--- src/linear_interp_downsampler_defines.svh ---
// Assertion macros for the linear interpolation downsampler.
// Included by the top level; depends on nothing else.
`ifndef LINEAR_INTERP_DOWNSAMPLER_DEFINES_SVH
`define LINEAR_INTERP_DOWNSAMPLER_DEFINES_SVH

// The condition implies the expression in the same cycle.
`define LID_ASSERT_IMPLY(label, clock, resetn, cond, expr, msg) \
    label: assert property (@(posedge clock) disable iff (!resetn) (cond) |-> (expr)) \
        else $error(msg);

// The condition implies the expression in the next cycle.
`define LID_ASSERT_NEXT(label, clock, resetn, cond, expr, msg) \
    label: assert property (@(posedge clock) disable iff (!resetn) (cond) |=> (expr)) \
        else $error(msg);

`endif

--- src/lid_pkg.sv ---
// Shared types, constants and helpers of the linear interpolation downsampler.
// Used by lid_arith and linear_interp_downsampler; depends on nothing.
package lid_pkg;

    localparam int SAMPLE_BITS = 16;
    localparam int IN_STEP_W   = 12;
    localparam int OUT_STEP_W  = 10;
    localparam int CFG_DATA_W  = 12;
    localparam int CFG_INDEX_W = 1;
    localparam int PHASE_W     = 13;
    localparam int CALC_W      = 15;

    localparam logic [PHASE_W-1:0]     PHASE_MAX      = 13'd8191;
    localparam logic [IN_STEP_W-1:0]   IN_STEP_RESET  = 12'd441;
    localparam logic [OUT_STEP_W-1:0]  OUT_STEP_RESET = 10'd160;

    localparam logic [CFG_INDEX_W-1:0] CFG_IN_STEP  = 1'b0;
    localparam logic [CFG_INDEX_W-1:0] CFG_OUT_STEP = 1'b1;

    typedef logic signed [SAMPLE_BITS-1:0] sample_t;

    typedef struct packed {
        sample_t pcm_sample;
        logic    buffer_last;
    } in_item_t;

    typedef struct packed {
        sample_t out_sample;
        logic    sample_valid;
        logic    buffer_end;
    } out_item_t;

    typedef enum logic [1:0] {
        ST_IDLE,
        ST_START,
        ST_CALC,
        ST_FINISH
    } lid_state_t;

    typedef enum logic [2:0] {
        AR_IDLE,
        AR_MUL0,
        AR_MUL1,
        AR_PREP,
        AR_DIV
    } arith_state_t;

    typedef struct packed {
        logic busy;
        logic done;
    } arith_stat_t;

    // Limits a phase value to the range 1 .. PHASE_MAX.
    function automatic logic [PHASE_W-1:0] clamp_phase(input logic signed [CALC_W-1:0] v);
        logic [PHASE_W-1:0] r;
        if (v < $signed(CALC_W'(1)))
        begin
            r = PHASE_W'(1);
        end
        else if (v > $signed({{(CALC_W-PHASE_W){1'b0}}, PHASE_MAX}))
        begin
            r = PHASE_MAX;
        end
        else
        begin
            r = v[PHASE_W-1:0];
        end
        return r;
    endfunction

endpackage

--- src/lid_arith.sv ---
// Shared multiplier and serial rounding divider of the downsampler.
// Depends on lid_pkg for sample types, widths and sequencer states.
module lid_arith (
    input  logic                             clk,
    input  logic                             rst_n,
    input  logic                             start,
    input  lid_pkg::sample_t                 prev_sample,
    input  lid_pkg::sample_t                 cur_sample,
    input  logic [lid_pkg::OUT_STEP_W-1:0]   phase,
    input  logic [lid_pkg::OUT_STEP_W-1:0]   divisor,
    output lid_pkg::sample_t                 quotient,
    output lid_pkg::arith_stat_t             stat
);

    localparam int SB    = lid_pkg::SAMPLE_BITS;
    localparam int OW    = lid_pkg::OUT_STEP_W;
    localparam int ACC_W = SB + OW + 1;
    localparam int REM_W = OW + 1;
    localparam int CNT_W = $clog2(SB);

    lid_pkg::arith_state_t state_reg, state_next;

    logic signed [ACC_W-1:0] acc_reg, acc_next;
    logic                    neg_reg, neg_next;
    logic [REM_W-1:0]        rem_reg, rem_next;
    logic [SB-1:0]           quo_reg, quo_next;
    logic [CNT_W-1:0]        cnt_reg, cnt_next;
    logic                    done_reg, done_next;

    logic signed [SB-1:0]    mul_x;
    logic signed [OW:0]      mul_y;
    logic signed [ACC_W-1:0] product;
    logic [ACC_W-1:0]        mag;
    logic [ACC_W-1:0]        dividend;
    logic [REM_W:0]          trial;
    logic [REM_W:0]          den2;
    logic                    fits;
    logic                    last_step;
    logic [SB-1:0]           quo_sel;

    // The one multiplier serves both interpolation terms in turn.
    assign mul_x   = (state_reg == lid_pkg::AR_MUL0) ? prev_sample : cur_sample;
    assign mul_y   = (state_reg == lid_pkg::AR_MUL0) ? $signed({1'b0, divisor - phase})
                                                     : $signed({1'b0, phase});
    assign product = mul_x * mul_y;

    // Rounding to nearest is done on the magnitude: (2|x| + d) / (2d).
    assign mag      = acc_reg[ACC_W-1] ? ACC_W'(-acc_reg) : ACC_W'(acc_reg);
    assign dividend = {mag[ACC_W-2:0], 1'b0} + ACC_W'(divisor);

    assign trial     = {rem_reg, quo_reg[SB-1]};
    assign den2      = {1'b0, divisor, 1'b0};
    assign fits      = (trial >= den2);
    assign last_step = (cnt_reg == CNT_W'(SB - 1));

    always_comb
    begin
        state_next = state_reg;
        case (state_reg)
            lid_pkg::AR_IDLE:
            begin
                if (start)
                begin
                    state_next = lid_pkg::AR_MUL0;
                end
            end
            lid_pkg::AR_MUL0: state_next = lid_pkg::AR_MUL1;
            lid_pkg::AR_MUL1: state_next = lid_pkg::AR_PREP;
            lid_pkg::AR_PREP: state_next = lid_pkg::AR_DIV;
            lid_pkg::AR_DIV:
            begin
                if (last_step)
                begin
                    state_next = lid_pkg::AR_IDLE;
                end
            end
            default: state_next = lid_pkg::AR_IDLE;
        endcase
    end

    always_comb
    begin
        acc_next  = acc_reg;
        neg_next  = neg_reg;
        rem_next  = rem_reg;
        quo_next  = quo_reg;
        cnt_next  = cnt_reg;
        done_next = 1'b0;
        case (state_reg)
            lid_pkg::AR_MUL0:
            begin
                acc_next = product;
            end
            lid_pkg::AR_MUL1:
            begin
                acc_next = acc_reg + product;
            end
            lid_pkg::AR_PREP:
            begin
                // The quotient fits in SB bits, so only SB steps are needed.
                neg_next = acc_reg[ACC_W-1];
                rem_next = dividend[ACC_W-1:SB];
                quo_next = dividend[SB-1:0];
                cnt_next = '0;
            end
            lid_pkg::AR_DIV:
            begin
                rem_next  = fits ? REM_W'(trial - den2) : trial[REM_W-1:0];
                quo_next  = {quo_reg[SB-2:0], fits};
                cnt_next  = cnt_reg + CNT_W'(1);
                done_next = last_step;
            end
            default:
            begin
                cnt_next = cnt_reg;
            end
        endcase
    end

    always_ff @(posedge clk or negedge rst_n)
    begin
        if (!rst_n)
        begin
            state_reg <= lid_pkg::AR_IDLE;
            cnt_reg   <= '0;
            done_reg  <= 1'b0;
        end
        else
        begin
            state_reg <= state_next;
            cnt_reg   <= cnt_next;
            done_reg  <= done_next;
        end
    end

    always_ff @(posedge clk)
    begin
        acc_reg <= acc_next;
        neg_reg <= neg_next;
        rem_reg <= rem_next;
        quo_reg <= quo_next;
    end

    assign quo_sel     = neg_reg ? (~quo_reg + SB'(1)) : quo_reg;
    assign quotient    = $signed(quo_sel);
    assign stat.busy   = (state_reg != lid_pkg::AR_IDLE);
    assign stat.done   = done_reg;

endmodule

--- src/linear_interp_downsampler.sv ---
// Channel   Direction  Handshake            Payload
// in        input      in_valid/in_ready    in_data (pcm_sample, buffer_last)
// out       output     out_valid/out_ready  out_data (out_sample, sample_valid, buffer_end)
// cfg       input      cfg_we               cfg_index, cfg_data (in_step, out_step)
//
// A sample that lands an output passes through start, the multiplies of both terms,
// set-up, 16 divider steps, quotient hand-back and finish, and only then is the next
// sample taken. Any other sample goes from acceptance straight to finish before the
// next is taken. Reset clears the phase and pending state and loads the default rate
// ratio. A result waiting in the output register stalls only the finish of the next
// transaction; that sample is still accepted and worked on.
// Top level; depends on lid_pkg, lid_arith and the defines header.
module linear_interp_downsampler (
    input  logic                              clk,
    input  logic                              rst_n,
    input  logic                              in_valid,
    output logic                              in_ready,
    input  lid_pkg::in_item_t                 in_data,
    output logic                              out_valid,
    input  logic                              out_ready,
    output lid_pkg::out_item_t                out_data,
    input  logic                              cfg_we,
    input  logic [lid_pkg::CFG_INDEX_W-1:0]   cfg_index,
    input  logic [lid_pkg::CFG_DATA_W-1:0]    cfg_data
);

`include "linear_interp_downsampler_defines.svh"

    localparam int IW = lid_pkg::IN_STEP_W;
    localparam int OW = lid_pkg::OUT_STEP_W;
    localparam int PW = lid_pkg::PHASE_W;
    localparam int CW = lid_pkg::CALC_W;

    lid_pkg::lid_state_t state_reg, state_next;

    logic [IW-1:0]        in_step_reg, in_step_next;
    logic [OW-1:0]        out_step_reg, out_step_next;

    lid_pkg::sample_t     previous_sample_reg, previous_sample_next;
    logic                 have_previous_reg, have_previous_next;
    logic [PW-1:0]        next_phase_reg, next_phase_next;
    logic [PW-1:0]        release_phase_reg, release_phase_next;
    lid_pkg::sample_t     pending_sample_reg, pending_sample_next;
    logic                 pending_valid_reg, pending_valid_next;

    lid_pkg::sample_t     cur_reg;
    lid_pkg::sample_t     prev_op_reg;
    logic                 last_reg;
    logic                 calc_reg;
    logic [PW-1:0]        a_reg;

    logic                 out_valid_reg, out_valid_next;
    lid_pkg::out_item_t   out_data_reg, out_data_next;

    logic [OW-1:0]        o_eff;
    logic [IW-1:0]        n_eff;
    logic [PW-1:0]        a_eff;
    logic                 accept;
    logic                 fin_go;
    logic                 arith_start;
    lid_pkg::sample_t     arith_q;
    lid_pkg::arith_stat_t arith_stat;

    logic signed [CW-1:0] rel_diff;
    logic signed [CW-1:0] calc_rel;
    logic signed [CW-1:0] a_sum;
    logic signed [CW-1:0] a_fin;
    logic                 emit;
    lid_pkg::sample_t     emit_val;

    // A zero out_step counts as one, and in_step never drops below out_step.
    assign o_eff  = (out_step_reg == '0) ? OW'(1) : out_step_reg;
    assign n_eff  = (in_step_reg < IW'(o_eff)) ? IW'(o_eff) : in_step_reg;
    assign a_eff  = have_previous_reg ? next_phase_reg : PW'(o_eff);
    assign accept = in_valid && in_ready;
    assign fin_go = (state_reg == lid_pkg::ST_FINISH) && (!out_valid_reg || out_ready);

    lid_arith u_arith (
        .clk         (clk),
        .rst_n       (rst_n),
        .start       (arith_start),
        .prev_sample (prev_op_reg),
        .cur_sample  (cur_reg),
        .phase       (a_reg[OW-1:0]),
        .divisor     (o_eff),
        .quotient    (arith_q),
        .stat        (arith_stat)
    );

    always_comb
    begin
        state_next = state_reg;
        case (state_reg)
            lid_pkg::ST_IDLE:
            begin
                if (accept)
                begin
                    state_next = (a_eff <= PW'(o_eff)) ? lid_pkg::ST_START
                                                       : lid_pkg::ST_FINISH;
                end
            end
            lid_pkg::ST_START: state_next = lid_pkg::ST_CALC;
            lid_pkg::ST_CALC:
            begin
                if (arith_stat.done)
                begin
                    state_next = lid_pkg::ST_FINISH;
                end
            end
            lid_pkg::ST_FINISH:
            begin
                if (fin_go)
                begin
                    state_next = lid_pkg::ST_IDLE;
                end
            end
            default: state_next = lid_pkg::ST_IDLE;
        endcase
    end

    always_comb
    begin
        in_ready    = 1'b0;
        arith_start = 1'b0;
        case (state_reg)
            lid_pkg::ST_IDLE:  in_ready = 1'b1;
            lid_pkg::ST_START: arith_start = 1'b1;
            default:
            begin
                in_ready    = 1'b0;
                arith_start = 1'b0;
            end
        endcase
    end

    always_comb
    begin
        in_step_next  = in_step_reg;
        out_step_next = out_step_reg;
        if (cfg_we)
        begin
            case (cfg_index)
                lid_pkg::CFG_IN_STEP:  in_step_next  = cfg_data[IW-1:0];
                lid_pkg::CFG_OUT_STEP: out_step_next = cfg_data[OW-1:0];
                default:
                begin
                    in_step_next  = in_step_reg;
                    out_step_next = out_step_reg;
                end
            endcase
        end
    end

    // Release of the pending output, then the new output, then the phase update.
    always_comb
    begin
        rel_diff = $signed(CW'(release_phase_reg)) - $signed(CW'(o_eff));
        calc_rel = $signed(CW'(a_reg)) + $signed(CW'(n_eff)) - $signed(CW'({o_eff, 1'b0}));
        a_sum    = calc_reg ? ($signed(CW'(a_reg)) + $signed(CW'(n_eff)))
                            : $signed(CW'(a_reg));
        a_fin    = a_sum - $signed(CW'(o_eff));

        emit                 = 1'b0;
        emit_val             = '0;
        pending_valid_next   = pending_valid_reg;
        pending_sample_next  = pending_sample_reg;
        release_phase_next   = release_phase_reg;

        if (pending_valid_reg)
        begin
            if (rel_diff <= $signed(CW'(0)))
            begin
                emit               = 1'b1;
                emit_val           = pending_sample_reg;
                pending_valid_next = 1'b0;
            end
            else
            begin
                release_phase_next = rel_diff[PW-1:0];
            end
        end

        if (calc_reg)
        begin
            // Two releases cannot share one input, so a clash keeps the new one pending.
            if ((calc_rel <= $signed(CW'(0))) && !emit)
            begin
                emit     = 1'b1;
                emit_val = arith_q;
            end
            else
            begin
                pending_sample_next = arith_q;
                pending_valid_next  = 1'b1;
                release_phase_next  = lid_pkg::clamp_phase(calc_rel);
            end
        end

        next_phase_next      = lid_pkg::clamp_phase(a_fin);
        previous_sample_next = cur_reg;
        have_previous_next   = 1'b1;

        if (last_reg)
        begin
            previous_sample_next = '0;
            have_previous_next   = 1'b0;
            next_phase_next      = '0;
            release_phase_next   = '0;
            pending_sample_next  = '0;
            pending_valid_next   = 1'b0;
        end
    end

    always_comb
    begin
        out_valid_next = out_valid_reg && !out_ready;
        out_data_next  = out_data_reg;
        if (fin_go && (emit || last_reg))
        begin
            out_valid_next              = 1'b1;
            out_data_next.out_sample    = emit ? emit_val : '0;
            out_data_next.sample_valid  = emit;
            out_data_next.buffer_end    = last_reg;
        end
    end

    always_ff @(posedge clk or negedge rst_n)
    begin
        if (!rst_n)
        begin
            state_reg           <= lid_pkg::ST_IDLE;
            in_step_reg         <= lid_pkg::IN_STEP_RESET;
            out_step_reg        <= lid_pkg::OUT_STEP_RESET;
            previous_sample_reg <= '0;
            have_previous_reg   <= 1'b0;
            next_phase_reg      <= '0;
            release_phase_reg   <= '0;
            pending_sample_reg  <= '0;
            pending_valid_reg   <= 1'b0;
            out_valid_reg       <= 1'b0;
        end
        else
        begin
            state_reg     <= state_next;
            in_step_reg   <= in_step_next;
            out_step_reg  <= out_step_next;
            out_valid_reg <= out_valid_next;
            if (fin_go)
            begin
                previous_sample_reg <= previous_sample_next;
                have_previous_reg   <= have_previous_next;
                next_phase_reg      <= next_phase_next;
                release_phase_reg   <= release_phase_next;
                pending_sample_reg  <= pending_sample_next;
                pending_valid_reg   <= pending_valid_next;
            end
        end
    end

    always_ff @(posedge clk)
    begin
        out_data_reg <= out_data_next;
        if (accept)
        begin
            cur_reg     <= in_data.pcm_sample;
            last_reg    <= in_data.buffer_last;
            a_reg       <= a_eff;
            calc_reg    <= (a_eff <= PW'(o_eff));
            prev_op_reg <= have_previous_reg ? previous_sample_reg : in_data.pcm_sample;
        end
    end

    assign out_valid = out_valid_reg;
    assign out_data  = out_data_reg;

    `LID_ASSERT_IMPLY(a_start_when_free, clk, rst_n, arith_start, !arith_stat.busy,
        "arith started while busy")
    `LID_ASSERT_IMPLY(a_phase_set, clk, rst_n, have_previous_reg, next_phase_reg != '0,
        "next phase is zero")
    `LID_ASSERT_IMPLY(a_release_set, clk, rst_n, pending_valid_reg, release_phase_reg != '0,
        "release phase is zero")
    `LID_ASSERT_NEXT(a_busy_after_accept, clk, rst_n, accept, !in_ready,
        "ready right after a transaction")

endmodule
--- config.mk ---
export PLATFORM = sky130hd
export DESIGN_NAME = linear_interp_downsampler
export DESIGN_NICKNAME = d
export VERILOG_FILES = /design/src/lid_pkg.sv /design/src/lid_arith.sv /design/src/linear_interp_downsampler.sv
export VERILOG_INCLUDE_DIRS = /design/src /design/src/src
export SDC_FILE = /design/constraint.sdc
export NUM_CORES = 1
export LEC_CHECK = 0
export CAP_MARGIN = 10
export CORE_UTILIZATION = 35
export DETAILED_ROUTE_END_ITERATION = 10
export DONT_BUFFER_PORTS = 1
export PLACE_DENSITY = 0.49
export SETUP_SLACK_MARGIN = 0.2
export SYNTH_ARGS = -nofsm -noshare
export SYNTH_HDL_FRONTEND = slang
export SYNTH_SLANG_ARGS = --single-unit
--- constraint.sdc ---
create_clock -name clk -period 12.87 [get_ports clk]
set_input_delay 1.287 -clock clk [delete_from_list [all_inputs] [get_ports clk]]
set_output_delay 1.287 -clock clk [all_outputs]
set_load 0.1 [all_outputs]
==> results.json <==
{
  "status": "complete, no violations",
  "drc": 0,
  "avgSynthCellArea_um2": 9.02,
  "max_freq_mhz": 95.2,
  "synth_edf_count": 120,
  "cts_buffer_depth": 3,
  "mostFrequentLayoutCell": "nand2_1",
  "synth_seq_cells": 213,
  "post_cts_buffers": 0,
  "gr-total-overflow": 0,
  "ctsHoldBuffers": 0,
  "critPathLaunchType": "flip-flop",
  "fin_ws_ns": 2.37,
  "tightest_slew_ns": 1.31,
  "syn-num-nets": 2834,
  "fin_crit_sh_pct": 81.6,
  "gr-usage-all-layers_pct": 21.0,
  "cp_slowest_cell": "fa_1",
  "dr.pass1.iters": 5,
  "max_stage_delay_ns": 0.57,
  "dp_slack_ns": 2.46,
  "maxSlewHeadroom_pct": 12.8,
  "core_mm2": 0.0622,
  "ctsResizeCount": 0,
  "maxSlewViolCount": 0,
  "pin_count": 55,
  "avgViaCountPerCell": 5.38,
  "gp_congestion": 0.880,
  "die_y_um": 254,
  "post_drt_wl_per_cell_um": 20.3,
  "clk_pin_slew_ns": 0.06,
  "clock_latency_ns": 0.60,
  "synth_top_flop_cell": "edfxtp_1",
  "cts_root_buf": "clkbuf_16",
  "area_delta_synth_final_pct": 8.85,
  "final_nets": 2790,
  "antenna_found_initial": 2,
  "fin_crit_ns": 10.50,
  "crit_required_ns": 13.22,
  "drt_iter0_drc": 1077,
  "start_util_pct": 35.7,
  "ys_types": 94,
  "grt_max_degree": 94,
  "async_flop_share_pct": 43.7,
  "drt_wl_total_um": 66700,
  "rsz0062_at_grt": "no",
  "synthCells": 2460,
  "hold_violations": 0,
  "maxCapViolations": 0,
  "num_vias": 17600,
  "grt_pass1_vias": 17500,
  "grt_pass1_wl_um": 104000,
  "cts_max_level": 1,
  "netlist_area_mm2": 0.0222,
  "final_cell_mix": "nand2_1, inv_1, ha_1",
  "arrival_ns": 10.85,
  "tns_ns": 0,
  "cts_buffers": 30,
  "clock_skew_ns": 0.0408,
  "worstSetupPathType": "flip-flop to flip-flop",
  "setup_violations": 0,
  "ys_warn_count": 0,
  "cts_sinks": 213,
  "cp-end-kind": "flip-flop",
  "die_x_um": 254,
  "largest_reg_flops": 27,
  "ys_seq_area_share_pct": 26.8,
  "io_buffers": 0,
  "core.rowCount": 91,
  "path_max_fanout": 9,
  "dieArea_mm2": 0.0644,
  "hold_class": "input pin to asynchronous set/reset pin",
  "tritoncts": "built",
  "hpwlAfterDp_um": 52300,
  "nFillCells": 6394,
  "drive_above_1_share_pct": 7.58,
  "ant_nets": 0
}
## per-layer routing
| metal | vias up | wire, um | GRT usage [%] |
|---|---|---|---|
| met4 | 0 | 1620 | 5.63 |
| met3 | 83 | 2510 | 2.39 |
| met2 | 372 | 32700 | 36.0 |
| li1 | 8400 | - | - |
| met1 | 8792 | 29900 | 28.0 |
| met5 | - | 0 | 0 |
## worst paths after layout
check | startpoint | endpoint | slack (ns) | cells past startpoint
min | rst_n | u_arith.state_reg[1] | 0.39 | 0
max | out_step_reg[1] | u_arith.acc_reg[26] | 2.37 | 43
min reg2reg | next_phase_reg[11] | next_phase_reg[11] | 0.47 | 2
max in group asynchronous | rst_n | previous_sample_reg[10] | 12.13 | 0
max reg2reg | out_step_reg[1] | u_arith.acc_reg[26] | 2.37 | 43
min in group clk | next_phase_reg[11] | next_phase_reg[11] | 0.47 | 2
## cell type report
class / instances / area (um2) / area share [%]
Clock buffer: 38 / 865 / 3.58
Antenna cell: 2 / 5.00 / 0.0207
Sequential cell: 213 / 5940 / 24.6
Tap cell: 837 / 1050 / 4.34
Multi-Input combinational cell: 1875 / 14800 / 61.4
Inverter: 272 / 1020 / 4.23
Clock inverter: 18 / 263 / 1.09
Timing Repair Buffer: 24 / 180 / 0.746
## worst max-delay path: cells and delay by family, from the launching register on
family | cells | cell delay [ns]
xor gates and xnor gates | 2 | 0.26
muxes | 1 | 0.29
DFF | 1 | 0.50
and+or+nand+nor | 10 | 1.42
AOI/OAI and AO/OA | 17 | 3.96
adders and majority gates | 8 | 3.48
buffers and inverters | 5 | 0.34
## cells in the mapped netlist (16+ instances only)
library cell  instances  area (um2)
or3_1                17         106
fa_1                153        3060
and2_1               25         156
o211ai_1             40         300
o31ai_1              41         308
dfrtp_1              85        2130
a21o_1               42         315
mux2i_1              24         240
inv_1               272        1020
mux2_2               60         676
xnor2_1              84         736
nor2_1              181         679
and3_1               16         100
nand3_1              43         215
nor2b_1              32         200
clkbuf_1             77         289
o21ai_0             143         716
o21ai_1              25         125
o21a_1               27         203
a21oi_1             121         606
edfxtp_1            120        3600
xor2_1               67         587
nor3_1               26         130
nand2_1             293        1100
nand2b_1             27         169
ha_1                186        2330
## logic make-up after synthesis
logic type	count (synthesis)	share of synthesized area, %
simple gates	720	15.0
fa+ha+maj	339	24.3
mux	84	4.13
xor+xnor	151	5.96
flops	213	26.8
buf+inv	372	6.52
compound gates	581	17.3
## metrics by stage
step	instances	cell area, um2	util (%)	hold slack (ns)
floorplan	2460	22200	-	0.424
global placement	3220	23000	37.0	0.458
detailed placement	3220	23000	37.0	0.463
CTS	3276	24100	38.8	0.339
global route	3279	24100	38.8	0.349
finish	3279	24100	38.8	0.390
Power is left out: the tool's default activity adds up to more than one toggle a clock period on the data nets, which glitch-free logic cannot reach.
